[src/hw/rtl/wrrls_pkg.sv]
`default_nettype none
package wrrls_pkg;

  // configuration port geometry: one 64-bit register at byte address 0
  localparam int unsigned CFG_DATA_W = 64;
  localparam int unsigned CFG_ADDR_W = 4;
  localparam int unsigned LANE_W     = 8;
  localparam int unsigned LINK_IDX_W = 3;

  // register index decoded from paddr[3]
  localparam logic REG_LINK_WEIGHTS = 1'b0;

  // reset value of the weight register: every link weight one
  localparam logic [CFG_DATA_W-1:0] WEIGHTS_RST = 64'h0101_0101_0101_0101;

  // search state handed from one cell to the next
  typedef struct packed {
    logic hi_free;     // no eligible link found yet at or after the start index
    logic lo_free;     // no eligible link found yet from link zero
    logic first_free;  // no active link found yet from link zero
  } wrrls_chain_t;

  // decision broadcast back to every cell
  typedef struct packed {
    logic advance;     // word taken and at least one link active
    logic any_elig;    // some active link still has credit
    logic found_hi;    // the winner lies at or after the start index
  } wrrls_ctl_t;

endpackage
`default_nettype wire

[src/hw/rtl/weighted_round_robin_link_select.sv]
// the result word is registered and appears in the cycle after its request word is taken
// throughput: one request word per cycle unless a held result is not read; the search runs
//   combinationally through one row of link cells and the result register frees as it is read
// reset: credits and start index clear to zero, every link weight resets to one
`default_nettype none
module weighted_round_robin_link_select
  import wrrls_pkg::*;
#(
  parameter int unsigned NUM_LINKS   = 8,
  parameter int unsigned WEIGHT_BITS = 8
) (
  input  wire logic                  clk,
  input  wire logic                  rst_n,
  // request channel
  input  wire logic                  in_valid,
  output logic                       in_ready,
  input  wire logic [7:0]            in_active_mask,
  // result channel
  output logic                       out_valid,
  input  wire logic                  out_ready,
  output logic                       out_granted,
  output logic [LINK_IDX_W-1:0]      out_link_index,
  // configuration port
  input  wire logic                  cfg_psel,
  input  wire logic                  cfg_penable,
  input  wire logic                  cfg_pwrite,
  input  wire logic [CFG_ADDR_W-1:0] cfg_paddr,
  input  wire logic [CFG_DATA_W-1:0] cfg_pwdata,
  output logic [CFG_DATA_W-1:0]      cfg_prdata,
  output logic                       cfg_pready
);

  localparam int unsigned IDX_W = $clog2(NUM_LINKS);

  logic [CFG_DATA_W-1:0] link_weights_r;
  logic [IDX_W-1:0]      start_r;
  logic [IDX_W-1:0]      start_nxt;
  logic                  out_valid_r;
  logic                  out_granted_r;
  logic [LINK_IDX_W-1:0] out_link_r;

  wrrls_chain_t          chain [NUM_LINKS+1];
  wrrls_ctl_t            ctl;
  logic [NUM_LINKS-1:0]  pick;
  logic [NUM_LINKS-1:0]  first;
  logic [IDX_W-1:0]      pick_idx;
  logic [IDX_W-1:0]      first_idx;
  logic [IDX_W-1:0]      grant_idx;
  logic                  any_active;
  logic                  in_take;

  // configuration register
  assign cfg_pready = 1'b1;
  assign cfg_prdata = (cfg_paddr[3] == REG_LINK_WEIGHTS) ? link_weights_r : '0;

  always_ff @(posedge clk) begin
    if (!rst_n) begin
      link_weights_r <= WEIGHTS_RST;
    end else if (cfg_psel && cfg_penable && cfg_pwrite && cfg_pready &&
                 (cfg_paddr[3] == REG_LINK_WEIGHTS)) begin
      link_weights_r <= cfg_pwdata;
    end
  end

  // handshake: the result register parts the two sides
  assign in_ready = !out_valid_r || out_ready;
  assign in_take  = in_valid && in_ready;

  // row of link cells
  assign chain[0] = '{hi_free: 1'b1, lo_free: 1'b1, first_free: 1'b1};

  for (genvar i = 0; i < NUM_LINKS; i++) begin : g_cell
    wrrls_cell #(
      .WEIGHT_BITS(WEIGHT_BITS)
    ) u_cell (
      .clk        (clk),
      .rst_n      (rst_n),
      .active     (in_active_mask[i]),
      .at_or_after(IDX_W'(i) >= start_r),
      .weight     (link_weights_r[LANE_W*i +: WEIGHT_BITS]),
      .ctl        (ctl),
      .chain_in   (chain[i]),
      .chain_out  (chain[i+1]),
      .pick       (pick[i]),
      .first      (first[i])
    );
  end

  // decision from the end of the row
  assign any_active   = !chain[NUM_LINKS].first_free;
  assign ctl.advance  = in_take && any_active;
  assign ctl.any_elig = !chain[NUM_LINKS].lo_free;
  assign ctl.found_hi = !chain[NUM_LINKS].hi_free;

  // encode the one-hot winners
  always_comb begin
    pick_idx  = '0;
    first_idx = '0;
    for (int i = 0; i < NUM_LINKS; i++) begin
      if (pick[i]) begin
        pick_idx = pick_idx | IDX_W'(i);
      end
      if (first[i]) begin
        first_idx = first_idx | IDX_W'(i);
      end
    end
  end

  assign grant_idx = ctl.any_elig ? pick_idx : first_idx;

  // start index moves past a credit grant, or onto the reloaded winner
  always_comb begin
    start_nxt = start_r;
    if (ctl.advance) begin
      if (ctl.any_elig) begin
        if (pick_idx == IDX_W'(NUM_LINKS - 1)) begin
          start_nxt = '0;
        end else begin
          start_nxt = pick_idx + IDX_W'(1);
        end
      end else begin
        start_nxt = first_idx;
      end
    end
  end

  always_ff @(posedge clk) begin
    if (!rst_n) begin
      start_r <= '0;
    end else begin
      start_r <= start_nxt;
    end
  end

  // result register
  always_ff @(posedge clk) begin
    if (!rst_n) begin
      out_valid_r <= 1'b0;
    end else if (in_take) begin
      out_valid_r <= 1'b1;
    end else if (out_ready) begin
      out_valid_r <= 1'b0;
    end
  end

  always_ff @(posedge clk) begin
    if (in_take) begin
      out_granted_r <= any_active;
      out_link_r    <= any_active ? LINK_IDX_W'(grant_idx) : '0;
    end
  end

  assign out_valid      = out_valid_r;
  assign out_granted    = out_granted_r;
  assign out_link_index = out_link_r;

endmodule
`default_nettype wire

[src/hw/rtl/wrrls_cell.sv]
`default_nettype none
module wrrls_cell
  import wrrls_pkg::*;
#(
  parameter int unsigned WEIGHT_BITS = 8
) (
  input  wire logic                   clk,
  input  wire logic                   rst_n,
  input  wire logic                   active,
  input  wire logic                   at_or_after,
  input  wire logic [WEIGHT_BITS-1:0] weight,
  input  wire wrrls_ctl_t             ctl,
  input  wire wrrls_chain_t           chain_in,
  output wrrls_chain_t                chain_out,
  output logic                        pick,
  output logic                        first
);

  logic [WEIGHT_BITS-1:0] credit_r;
  logic [WEIGHT_BITS-1:0] credit_nxt;
  logic                   elig;
  logic                   elig_hi;

  // eligibility of this link
  assign elig    = active && (credit_r != '0);
  assign elig_hi = elig && at_or_after;

  // pass the search on to the next link
  always_comb begin
    chain_out.hi_free    = chain_in.hi_free && !elig_hi;
    chain_out.lo_free    = chain_in.lo_free && !elig;
    chain_out.first_free = chain_in.first_free && !active;
  end

  // this link wins the round
  assign pick  = ctl.found_hi ? (elig_hi && chain_in.hi_free) : (elig && chain_in.lo_free);
  assign first = active && chain_in.first_free;

  // credit update: spend one on a grant, or reload from the weight
  always_comb begin
    credit_nxt = credit_r;
    if (ctl.advance) begin
      if (ctl.any_elig) begin
        if (pick) begin
          credit_nxt = credit_r - WEIGHT_BITS'(1);
        end
      end else begin
        if (first && (weight != '0)) begin
          credit_nxt = weight - WEIGHT_BITS'(1);
        end else begin
          credit_nxt = weight;
        end
      end
    end
  end

  always_ff @(posedge clk) begin
    if (!rst_n) begin
      credit_r <= '0;
    end else begin
      credit_r <= credit_nxt;
    end
  end

endmodule
`default_nettype wire
[config.mk]
export PLATFORM = sky130hd
export DESIGN_NAME = weighted_round_robin_link_select
export DESIGN_NICKNAME = d
export VERILOG_FILES = /design/src/hw/rtl/wrrls_pkg.sv /design/src/hw/rtl/weighted_round_robin_link_select.sv /design/src/hw/rtl/wrrls_cell.sv
export SDC_FILE = /design/constraint.sdc
export NUM_CORES = 1
export LEC_CHECK = 0
export BUFFER_PORTS_ARGS = -buffer_cell sky130_fd_sc_hd__buf_2
export CORE_ASPECT_RATIO = 0.5
export CORE_UTILIZATION = 30
export CTS_CLUSTER_SIZE = 12
export DETAILED_ROUTE_END_ITERATION = 12
export RECOVER_POWER = 50
export SYNTH_ARGS = -nofsm -noshare
export SYNTH_HDL_FRONTEND = slang
export SYNTH_SLANG_ARGS = --single-unit
[constraint.sdc]
create_clock -name clk -period 7 [get_ports clk]
set_clock_uncertainty 0.05 [all_clocks]
set_input_delay 0.7 -clock clk [delete_from_list [all_inputs] [get_ports clk]]
set_output_delay 0.7 -clock clk [all_outputs]
set_load 0.005 [all_outputs]
==> impl_results.md, run 1 <==
* Status: finished, violations left
* Failing checks: max-capacitance violations, max-slew violations
* Top cells by count, synth: nand2_1 (180), dfxtp_1 (132), a21oi_1 (105)
* DP Area at 9730 µm²
* Critical path type: in2reg
* Layout area overhead at 17.5%
* Crit Path Max Fanout at approximately 70
* Chip width at between 200 and 250 µm
* Routed vias/inst at 5.42
* Crit share post-route at between 70% and 80%
* Post-synth cell types at 83
* Setup repair after global routing missed its margin: no
* Syn Inst Count at ~1200
* Peak supply drop at 332 µV
* Min-delay src: link_weights_r[6]$_SDFFE_PN0P_
* Number of synthesized register bits at ~140
* CTS tree: done
* CP Launch Type: input port
* Syn_nets at 1276
* Max Fclk at 203 MHz
* CTS Buffer Depth at 2
* Largest cells by area after synthesis: dfxtp_1 (30%), nand2_1 (7.7%), a21oi_1 (6.0%)
* Synth Flop Type: dfxtp_1
* Initial antenna violation count at 1
* Layout cells sized above 1 at 14.7%
* R2r startpoint: g_cell[4].u_cell.credit_r[0]$_SDFFE_PN0P_
* CTS Hold Bufs at 0
* Drt initial violations at 629
* Yosys warns at 0
* Synthesized area at 8750 µm²
* R2r endpoint: g_cell[6].u_cell.credit_r[6]$_SDFFE_PN0P_
* First-pass GRT wire length at 43.3 mm
* Clock sink count at between 100 and 150
* Row cnt at 43
* Slew HR at -110%
* Worst Setup End Kind: flip-flop
* CTS buffer count at 17
* Final WL at 27.1 mm
* Hold path depth at 2
* Psw at around 2.6 mW
* Antenna-violating nets left at 0
* LEAKAGE at 3.95 nW
* Final hold vios at 0
* Dpl hpwl at 19.0 mm
* Post-synth ARST share at 0%
* Switching share of power at 49.1%
* DRT Pass-1 Iters at 5
* Die H at 123 µm
* Worst slew pin tran at 3.16 ns
* Post-synth top area share at slightly above 30%
* Max cap viols at 2
* Slew Viols, Final at 140
* Cell taking the most area after synthesis: dfxtp_1
* Pwr Density at 519 nW/µm²
* Hold worst-path end: link_weights_r[6]$_SDFFE_PN0P_
* Vias at 9010
* Fill count at 2953
* Number of synthesized flops with an enable pin at 4
* Worst Path Required at roughly 7.3 ns
* Clock slew at reported path FFs at ~0.060 ns
* IO buf count at 149
* Sequential fraction of design power at 21.5%
* R2R cell count at 10
* Drt wl/cell at roughly 16 µm
* Clk pwr share at ~17%
* Post-route DRC at 0
* Most common cell in the synthesized netlist: nand2_1
* GR Overflow Total at 0
* H-tree levels at 4
* Worst EP arrival at 5.18 ns
* Final Cell Area at about 10000 µm²
* R2R setup slack at 2.59 ns
* # IOs at about 150
* Clk Latency, worst-skew pair at 0.43 ns
* Pin count of the biggest net entering global routing at 88
* Crit path time final at 4.92 ns
* Final setup vio count at 0
* RePlAce Congestion at around 0.87
* Comb pwr share at 61.6%
* Pint at approximately 2.7 mW
* Core Region at between 20000 and 30000 µm²
* Number of global-route vias before repair at 8581
* All-layer global routing usage at 18.0%
* Final core occ at ~36%
* Root Driver: clkbuf_16
* Sequential fraction of the synthesis area at 31.6%
* Die ar. at 29900 µm²
* Setup TNS at 0 ns
* Fin nets at 1377
* Syn Area/Cell at 7.51 µm²
* Post-CTS setup buffers at 0
* Hold Crit Class: reg2reg
* Initial Utilization at 31.0%
* Gates resized, CTS repair at 0
## cell families after synthesis
logic type | after synthesis | synth area share (%)
AND/OR/NAND/NOR | 528 | 29.9
AO/OA/AOI/OAI | 290 | 22.5
flip-flops | 136 | 31.6
buffers and inverters | 118 | 5.45
XOR/XNOR | 56 | 5.60
adder cells (fa/ha/maj) | 28 | 4.00
multiplexers | 8 | 0.929
other | 1 | 0.0428
## how the worst max path moves through the flow
stage,end,depth (start not counted),slack [ns],startpoint
after floorplan,start_r[2]$_SDFFE_PN0P_,12,3.79,g_cell[1].u_cell.credit_r[0]$_SDFFE_PN0P_
after global placement,g_cell[6].u_cell.credit_r[6]$_SDFFE_PN0P_,10,2.82,g_cell[4].u_cell.credit_r[0]$_SDFFE_PN0P_
after detailed placement,g_cell[6].u_cell.credit_r[6]$_SDFFE_PN0P_,10,2.73,g_cell[4].u_cell.credit_r[0]$_SDFFE_PN0P_
after CTS,g_cell[6].u_cell.credit_r[6]$_SDFFE_PN0P_,10,2.69,g_cell[4].u_cell.credit_r[0]$_SDFFE_PN0P_
after global routing,link_weights_r[8]$_SDFFE_PN1P_,5,1.65,cfg_paddr[3]
final,link_weights_r[8]$_SDFFE_PN1P_,5,2.08,cfg_paddr[3]
## power groups by stage
stage / registers (mW) / logic, mW / clock network [mW]
floorplan: 1.10 / 2.60 / 0
global placement: 1.15 / 3.14 / 0
detailed placement: 1.16 / 3.23 / 0
CTS: 1.14 / 3.25 / 0.924
global route: 1.18 / 3.68 / 0.961
finish: 1.15 / 3.29 / 0.903
## sequential cells by signal, summed over array words and instances, names as in the netlist
| signal | count |
|---|---|
| out_link_index | 3 |
| out_valid | 1 |
| link_weights_r | 64 |
| g_cell.u_cell.credit_r | 64 |
| out_granted | 1 |
| start_r | 3 |
## critical path: stages
cell	delay (ns)
clkbuf_1	1.00
and4b_2	0.59
clkbuf_1	2.23
nand2_1	0.39
o211ai_1	0.23
## cells in the final DEF (no fill, tap or decap), types with 9 or more instances in the layout
| cell | Yosys | routed |
|---|---|---|
| dfxtp_1 | 132 | 132 |
| nor2b_1 | 46 | 46 |
| xor2_1 | 27 | 27 |
| nor3b_1 | 12 | 12 |
| xnor2_1 | 29 | 29 |
| or3_1 | 13 | 13 |
| a211oi_1 | 14 | 14 |
| o21ai_0 | 20 | 20 |
| a21oi_1 | 105 | 104 |
| o211ai_1 | 15 | 15 |
| ha_1 | 28 | 28 |
| buf_2 | 12 | 117 |
| a32o_1 | 20 | 20 |
| nor3_1 | 37 | 37 |
| o21ai_1 | 23 | 23 |
| clkbuf_16 | 0 | 18 |
| nor4_1 | 27 | 27 |
| nand2_1 | 180 | 180 |
| clkbuf_1 | 55 | 27 |
| nand3_1 | 36 | 36 |
| nand4_1 | 14 | 14 |
| nand4b_1 | 9 | 9 |
| nor2_1 | 103 | 102 |
| inv_1 | 42 | 42 |
## layer usage
layer	global-route usage (%)	vias up	part of all wire, %
li1	-	4401	-
met1	24.1	4330	48
met2	28.8	238	45
met3	3.89	41	4.9
met4	6.13	0	2.1
met5	0	-	0
## per-stage QoR
stage                     hold WS, ns  power [mW]  cells  setup WS (ns)
after floorplan                 0.386        3.71   1165           3.79
after global placement          0.393        4.29   1629           2.82
after detailed placement        0.406        4.39   1629           2.73
after CTS                       0.415        5.32   1660           2.69
after global routing            0.431        5.82   1661           1.65
final                           0.412        5.34   1661           2.08
## layout make-up
class                           count  area [µm²]  area share, %
Sequential cell                   136        2760           26.9
Multi-Input combinational cell    911        5530           53.7
Tap cell                          382         478           4.65
Clock inverter                     10        92.6          0.900
Antenna cell                        1        2.50         0.0243
Timing Repair Buffer              157         769           7.48
Clock buffer                       21         492           4.78
Inverter                           43         161           1.57
(Power assumes the default switching activity.)
==> run 2: changes to the inputs <==
--- a/config.mk
+++ b/config.mk
@@ -5,6 +5,7 @@
 export SDC_FILE = /design/constraint.sdc
 export NUM_CORES = 1
 export LEC_CHECK = 0
+export ABC_AREA = 1
 export BUFFER_PORTS_ARGS = -buffer_cell sky130_fd_sc_hd__buf_2
 export CORE_ASPECT_RATIO = 0.5
 export CORE_UTILIZATION = 30
==> constraint.sdc (replaced) <==
create_clock -name clk -period 4.3 [get_ports clk]
set_clock_uncertainty 0.05 [all_clocks]
set_input_delay 0.43 -clock clk [delete_from_list [all_inputs] [get_ports clk]]
set_output_delay 0.43 -clock clk [all_outputs]
set_load 0.005 [all_outputs]
==> run 2 against run 1 <==
Net effect: the flow still finishes with violations (max-capacitance violations, max-slew violations); power rose by 44%; final cell count rose by 15%; largest cell class unchanged; worst hold slack got worse by 0.24 ns; sequential share of layout area fell by 0.71 points; die area rose by 2.1%; critical path type is now in2out; design area rose by 2.7%; critical path depth fell by 1; synthesized cell count rose by 19%; register-to-register slack got worse by 1.3 ns.
==> impl_results.md, run 2 <==
* Status: finished, violations left (unchanged)
* Failing checks: max-capacitance violations, max-slew violations (unchanged)
* Largest cells by area after synthesis: dfxtp_1 (30%), nand2_1 (11%), nor2_1 (8.7%) (was dfxtp_1 (30%), nand2_1 (7.7%), a21oi_1 (6.0%))
* Drt wl/cell at 13.6 µm (was 16.3 µm)
* Pint at 4.18 mW (was 2.72 mW)
* Commonest non-fill, non-tap cell in the layout: nand2_1 (unchanged)
* Die ar. at 30500 µm² (was 29900 µm²)
* Top Registers: g_cell.u_cell.credit_r: 64 flops, link_weights_r: 64 flops (unchanged)
* Vias at 8964 (was 9010)
* DRT Pass-1 Iters at 5 (unchanged)
* GR Overflow Total at 0 (unchanged)
* Cell taking the most area after synthesis: dfxtp_1 (unchanged)
* N_diodes at 0 (was 1)
* Clk pwr share at 21.7% (was 16.9%)
* Root Driver: clkbuf_16 (unchanged)
* CTS Hold Bufs at 0 (unchanged)
* Die H at 124 µm (was 123 µm)
* Hold_ws at 0.169 ns (was 0.412 ns)
* Pwr Density at 728 nW/µm² (was 519 nW/µm²)
* Number of global-route vias before repair at 7975 (was 8581)
* Most common cell in the synthesized netlist: nand2_1 (unchanged)
* Sequential fraction of the synthesis area at 30.9% (was 31.6%)
* Syn Inst Count at 1383 (was 1165)
* Layout area overhead at 18.2% (was 17.5%)
* Psw at 3.51 mW (was 2.62 mW)
* Gates resized, CTS repair at 0 (unchanged)
* Crit Path Max Fanout at 64 (was 72)
* R2R cell count at 17 (was 10)
* Gr busiest metal: met1 (was met2)
* Crit share post-route at 82.5%
* Sequential fraction of design power at 22.6% (was 21.5%)
* CTS Buffer Depth at 2 (unchanged)
* First-pass GRT wire length at 41.8 mm (was 43.3 mm)
* Number of synthesized flops with an enable pin at 4 (unchanged)
* Initial Utilization at 30.7% (was 31.0%)
* Peak supply drop at 563 µV (was 332 µV)
* Max Fclk at 282 MHz
* Syn Area/Cell at 6.46 µm² (was 7.51 µm²)
* Layout cells sized above 1 at 12.4% (was 14.7%)
* Post-CTS setup buffers at 0 (unchanged)
* R2R setup slack at 1.25 ns (was 2.59 ns)
* Hold path depth at 3 (was 2)
* Met3 usage at 3.25% (was 3.89%)
* RePlAce Congestion at 0.893 (was 0.871)
* Hold worst-path end: link_weights_r[8]$_SDFFE_PN1P_ (was link_weights_r[6]$_SDFFE_PN0P_)
* Comb pwr share at 55.7% (was 61.6%)
* Hold Crit Class: in2reg (was reg2reg)
* Drt initial violations at 600 (was 629)
* Chip width at 246 µm (was 244 µm)
* Clock sink count at 136 (unchanged)
* Worst Setup End Kind: output port (was flip-flop)
* Worst Path Required at 3.82 ns (was 7.26 ns)
* Most frequent cells in the layout: nand2_1 (256), nor2_1 (207), inv_1 (147), dfxtp_1 (132), o21ai_0 (117) (was nand2_1 (180), dfxtp_1 (132), buf_2 (117), a21oi_1 (104), nor2_1 (102))
* Synth Flop Type: dfxtp_1 (unchanged)
* Dpl hpwl at 19.2 mm (was 19.0 mm)
* Min-delay src: cfg_pwdata[8] (was link_weights_r[6]$_SDFFE_PN0P_)
* Row cnt at 44 (was 43)
* Worst slew pin tran at 2.87 ns (was 3.16 ns)
* Final setup vio count at 0 (unchanged)
* Pin count of the biggest net entering global routing at 68 (was 88)
* R2r endpoint: g_cell[3].u_cell.credit_r[7]$_SDFFE_PN0P_ (was g_cell[6].u_cell.credit_r[6]$_SDFFE_PN0P_)
* Setup TNS at 0 ns (unchanged)
* All-layer global routing usage at 17.2% (was 18.0%)
* Switching share of power at 45.7% (was 49.1%)
* Max cap viols at 3 (was 2)
* Fin nets at 1614 (was 1377)
* Final hold vios at 0 (unchanged)
* Met2 GRT Util at 25.2% (was 28.8%)
* Post-synth cell types at 39 (was 83)
* Slew Viols, Final at 133 (was 140)
* Setup repair after global routing missed its margin: no (unchanged)
* Clock slew at reported path FFs at 0.06 ns (about the same)
* Crit path time final at 3.55 ns
* Post-route DRC at 0 (unchanged)
* # IOs at 154 (unchanged)
* Post-synth ARST share at 0% (unchanged)
* Yosys warns at 0 (unchanged)
* CP Launch Type: input port (unchanged)
* Final WL at 25.9 mm (was 27.1 mm)
* R2r startpoint: g_cell[0].u_cell.credit_r[0]$_SDFFE_PN0P_ (was g_cell[4].u_cell.credit_r[0]$_SDFFE_PN0P_)
* Post-synth top area share at 29.6% (was 30.2%)
* Synthesized area at 8940 µm² (was 8750 µm²)
* Global Route met1 Usage at 25.5% (was 24.1%)
* Critical path type: in2out (was in2reg)
* Number of synthesized register bits at 136 (unchanged)
* Slew HR at -91.5% (was -110%)
* CTS buffer count at 17 (unchanged)
* Worst EP arrival at 3.07 ns (was 5.18 ns)
* Syn_nets at 1494 (was 1276)
* Antenna-violating nets left at 0 (unchanged)
* LEAKAGE at 4.62 nW (was 3.95 nW)
* Clk Latency, worst-skew pair at 0.42 ns (was 0.43 ns)
* Core Region at 29100 µm² (was 28200 µm²)
* H-tree levels at 4 (unchanged)
* CTS tree: done (unchanged)
* Top cells by count, synth: nand2_1 (256), nor2_1 (206), inv_1 (148) (was nand2_1 (180), dfxtp_1 (132), a21oi_1 (105))
* IO buf count at 149 (unchanged)
* Routed vias/inst at 4.71 (was 5.42)
* Initial antenna violation count at 1 (unchanged)
[run 2: layout make-up]
class / instances / area, µm²
Clock buffer: 22 / 495
Clock inverter: 8 / 165
Fill cell: 3160 / 18600
Inverter: 171 / 643
Multi-Input combinational cell: 1020 / 5230
Sequential cell: 136 / 2760
Tap cell: 391 / 489
Timing Repair Buffer: 157 / 774
[run 2: power groups by stage]
stage / clock network, mW / logic [mW] / registers, mW
detailed placement: 0 / 4.25 / 1.76
global placement: 0 / 4.24 / 1.76
finish: 1.67 / 4.28 / 1.73
CTS: 1.69 / 4.28 / 1.73
floorplan: 0 / 3.56 / 1.71
global route: 1.75 / 4.94 / 1.77
[run 2: kinds of logic (layout without fill, tap and decap cells)]
group	count (synthesis)	count (layout)	share of synthesized area, %
AOI/OAI and AO/OA	285	285	16.8
xor gates and xnor gates	78	78	7.64
adders and majority gates	28	28	3.92
buffers and inverters	227	358	10.5
DFF	136	136	30.9
other	1	1	0.0420
and+or+nand+nor	628	628	30.2
[run 2: how the worst max path moves through the flow]
stage,start,slack [ns],cells after the start,endpoint
after floorplan,g_cell[0].u_cell.credit_r[0]$_SDFFE_PN0P_,1.78,20,start_r[2]$_SDFFE_PN0P_
after global placement,g_cell[0].u_cell.credit_r[0]$_SDFFE_PN0P_,1.29,17,g_cell[1].u_cell.credit_r[1]$_SDFFE_PN0P_
after detailed placement,g_cell[0].u_cell.credit_r[0]$_SDFFE_PN0P_,1.27,17,g_cell[1].u_cell.credit_r[1]$_SDFFE_PN0P_
after CTS,g_cell[0].u_cell.credit_r[0]$_SDFFE_PN0P_,1.26,17,g_cell[1].u_cell.credit_r[1]$_SDFFE_PN0P_
after global routing,cfg_paddr[3],0.45,4,cfg_prdata[25]
final,cfg_paddr[3],0.75,4,cfg_prdata[25]
[run 2: worst max-delay path, cell delays in order]
cell	delay, ns
buf_2	0.09
clkbuf_1	2.02
nor2_1	0.25
buf_2	0.26
[run 2: per-stage QoR]
| step | worst slack (ns) | utilization, % | std cells | area [µm²] | total power, mW |
|---|---|---|---|---|---|
| floorplan | 1.78 | - | 1383 | 8940 | 5.27 |
| global placement | 1.29 | 34.2 | 1875 | 9970 | 6.00 |
| detailed placement | 1.27 | 34.2 | 1875 | 9970 | 6.00 |
| CTS | 1.26 | 36.5 | 1905 | 10600 | 7.70 |
| global route | 0.453 | 36.3 | 1905 | 10600 | 8.45 |
| finish | 0.751 | 36.3 | 1905 | 10600 | 7.69 |
[run 2: routing by layer]
metal / vias up / wire (µm) / share of wire, %
li1: 4712 / - / -
met1: 4059 / 13900 / 54
met2: 168 / 10700 / 41
met3: 23 / 1100 / 4.2
met4: 2 / 271 / 1.0
met5: - / 13 / 0.050
==> run 3: changes to the inputs <==
==> constraint.sdc (replaced) <==
create_clock -name clk -period 3.4 [get_ports clk]
set_clock_uncertainty 0.05 [all_clocks]
set_input_delay 0.34 -clock clk [delete_from_list [all_inputs] [get_ports clk]]
set_output_delay 0.34 -clock clk [all_outputs]
set_load 0.005 [all_outputs]
==> run 3 against run 2 <==
Net effect: the flow now finishes without violations; sequential share of layout area barely moved; first-iteration DRC count up 3.3%; clock power rose by 23%; wire length is essentially flat; combinational power grew 30%; sequential cell count stayed put; critical path depth grew 18; design area grew 0.17%; final cell count grew 0.16%; non-clock buffer count is 3 higher; largest power group unchanged.
==> impl_results.md, run 3 (synthesis results as in run 2) <==
* Status: finished, final reports clean (was finished, violations left)
* Post-CTS setup buffers at 0 (unchanged)
* Delay of the slowest critical-path stage at 0.35 ns (was 2.02 ns)
* Final setup vio count at 0 (unchanged)
* Crit share post-route at 86.3%
* Slew Viols, Final at 0 (was 133)
* Placed insts at 1878 (was 1875)
* Clock sink count at 136 (unchanged)
* Buf+Inv Stages, Crit Path at 4 (was 3)
* Routed vias/inst at 4.73 (was 4.71)
* CTS buffer count at 17 (unchanged)
* Core Region at 29100 µm² (unchanged)
* Clk pwr share at 21.0% (was 21.7%)
* Drt wl/cell at 13.6 µm (about the same)
* Crit Path Max Fanout at 4 (was 64)
* Pint at 5.33 mW (was 4.18 mW)
* Vias at 9021 (was 8964)
* Cell Count, Final, Fillers Out at 1908 (was 1905)
* First-pass GRT wire length at 41.7 mm (was 41.8 mm)
* Number of global-route vias before repair at 7997 (was 7975)
* Top Registers: g_cell.u_cell.credit_r: 64 flops, link_weights_r: 64 flops (unchanged)
* # IOs at 154 (unchanged)
* N_diodes at 0 (unchanged)
* CTS Hold Bufs at 0 (unchanged)
* GR Overflow Total at 0 (unchanged)
* IO buf count at 149 (unchanged)
* Worst slew pin tran at 1.43 ns (was 2.87 ns)
* Crit-path cells: inv_1 -> ha_1 -> inv_1 -> nor2_1 -> nand2_1 -> nand2_1 -> nand2_2 -> inv_2 -> nand3_2 -> nor2_4 -> nand2_1 -> nand3_1 -> nand2_1 -> nor3b_1 -> nand2_1 -> ha_1 -> ha_1 -> inv_1 -> nand2_1 -> a21oi_1 -> nand3_1 -> a21oi_1 (was buf_2 -> clkbuf_1 -> nor2_1 -> buf_2)
* Fin worst setup slack at 0.467 ns (was 0.751 ns)
* Max cap viols at 0 (was 3)
* Final WL at 25.9 mm (about the same)
* Pin count of the biggest net entering global routing at 78 (was 68)
* Initial Utilization at 30.7% (unchanged)
* Fin nets at 1617 (was 1614)
* Critical path type: reg2reg (was in2out)
* Gates resized, CTS repair at 0 (unchanged)
* Psw at 4.48 mW (was 3.51 mW)
* Delay-heaviest family, CP: simple AND/OR/NAND/NOR gates (was buffers and inverters)
* Crit path time final at 2.93 ns
* CTS Buffer Depth at 2 (unchanged)
* CP Launch Type: flip-flop (was input port)
* Root Driver: clkbuf_16 (unchanged)
* Post-route DRC at 0 (unchanged)
* H-tree levels at 4 (unchanged)
* DRT Pass-1 Iters at 5 (unchanged)
* Die ar. at 30500 µm² (unchanged)
* Pwr Density at 927 nW/µm² (was 728 nW/µm²)
* Dpl hpwl at 19.3 mm (was 19.2 mm)
* Sequential fraction of design power at 22.3% (was 22.6%)
* Worst EP arrival at 3.24 ns (was 3.07 ns)
* Row cnt at 44 (unchanged)
* Peak supply drop at 644 µV (was 563 µV)
* Most frequent cells in the layout: nand2_1 (256), nor2_1 (207), inv_1 (148), dfxtp_1 (132), o21ai_0 (117) (was nand2_1 (256), nor2_1 (207), inv_1 (147), dfxtp_1 (132), o21ai_0 (117))
* Setup repair after global routing missed its margin: no (unchanged)
* RePlAce Congestion at 0.869 (was 0.893)
* Slew HR at 4.53% (was -91.5%)
* Final hold vios at 0 (unchanged)
* Antenna-violating nets left at 0 (unchanged)
* Layout cells sized above 1 at 12.1% (was 12.4%)
* Layout area overhead at 18.4% (was 18.2%)
* Most common cell on crit path: nand2_1 (was buf_2)
* CTS tree: done (unchanged)
* LEAKAGE at 4.60 nW (was 4.62 nW)
* Worst path slowest cell: dfxtp_1 (was clkbuf_1)
* Worst Path Required at 3.71 ns (was 3.82 ns)
* Comb pwr share at 56.7% (was 55.7%)
* All-layer global routing usage at 17.1% (was 17.2%)
* Max Fclk at around 340 MHz
* Chip width at 246 µm (unchanged)
* Final core occ at 36.3% (about the same)
* Worst Setup End Kind: flip-flop (was output port)
* Place WS at 0.533 ns (was 1.27 ns)
* Hold Crit Class: in2reg (unchanged)
* Initial antenna violation count at 1 (unchanged)
* Drt initial violations at 620 (was 600)
* Die H at 124 µm (unchanged)
* Clock slew at reported path FFs at 0.06 ns (about the same)
* Switching share of power at 45.6% (was 45.7%)
* Clk Latency, worst-skew pair at 0.43 ns (was 0.42 ns)
* Setup TNS at 0 ns (unchanged)
* Commonest non-fill, non-tap cell in the layout: nand2_1 (unchanged)
## run 3: changes by cell type in the layout (fill, tap and decap cells not counted), moves of 2 or more
cell,change
buf_2,-9
buf_1,-2
clkinv_4,+3
buf_12,+2
clkbuf_2,+4
clkinvlp_4,+2
clkbuf_1,+7
clkbuf_8,-2
## run 3: per-stage QoR
stage	instance area [µm²]	power [mW]	hold WS, ns
finish	10600	9.80	0.0749
global route	10600	10.8	0.0658
CTS	10700	9.86	0.0606
detailed placement	10000	7.76	0.407
global placement	10000	7.75	0.407
floorplan	8940	6.66	0.391
## run 3: per-layer routing
metal | track usage [%] | vias to the layer above | part of all wire, %
li1 | - | 4731 | -
met1 | 25.0 | 4110 | 53
met2 | 25.7 | 162 | 42
met3 | 3.25 | 16 | 4.4
met4 | 4.08 | 2 | 0.77
met5 | 0 | - | 0.050
## run 3: cell type report
type	instances	area, µm²
inverters	171	643
flip-flops and latches	136	2760
well taps	391	489
repair buffers	160	812
clock inverters	12	201
clock buffers	18	439
fillers	3161	18500
multi-input cells	1020	5230
## run 3: final timing paths
kind / from / cells past startpoint / slack (ns) / end
max: g_cell[0].u_cell.credit_r[0]$_SDFFE_PN0P_ / 22 / 0.47 / start_r[0]$_SDFFE_PN0P_
min reg2reg: g_cell[0].u_cell.credit_r[7]$_SDFFE_PN0P_ / 2 / 0.42 / g_cell[0].u_cell.credit_r[7]$_SDFFE_PN0P_
min: cfg_pwdata[16] / 3 / 0.07 / link_weights_r[16]$_SDFFE_PN1P_
max reg2reg: g_cell[0].u_cell.credit_r[0]$_SDFFE_PN0P_ / 22 / 0.47 / start_r[0]$_SDFFE_PN0P_
## run 3: power by group through the flow
stage	Clock [mW]	Combinational (mW)	Sequential [mW]
final	2.06	5.56	2.19
after global routing	2.16	6.40	2.24
after CTS	2.08	5.59	2.19
after detailed placement	0	5.54	2.22
after global placement	0	5.53	2.23
after floorplan	0	4.50	2.16
## run 3: tightest hold or removal path, cell delays in order
cell and delay [ns]:
buf_2 0.08, nand2_1 0.04, o211ai_1 0.06
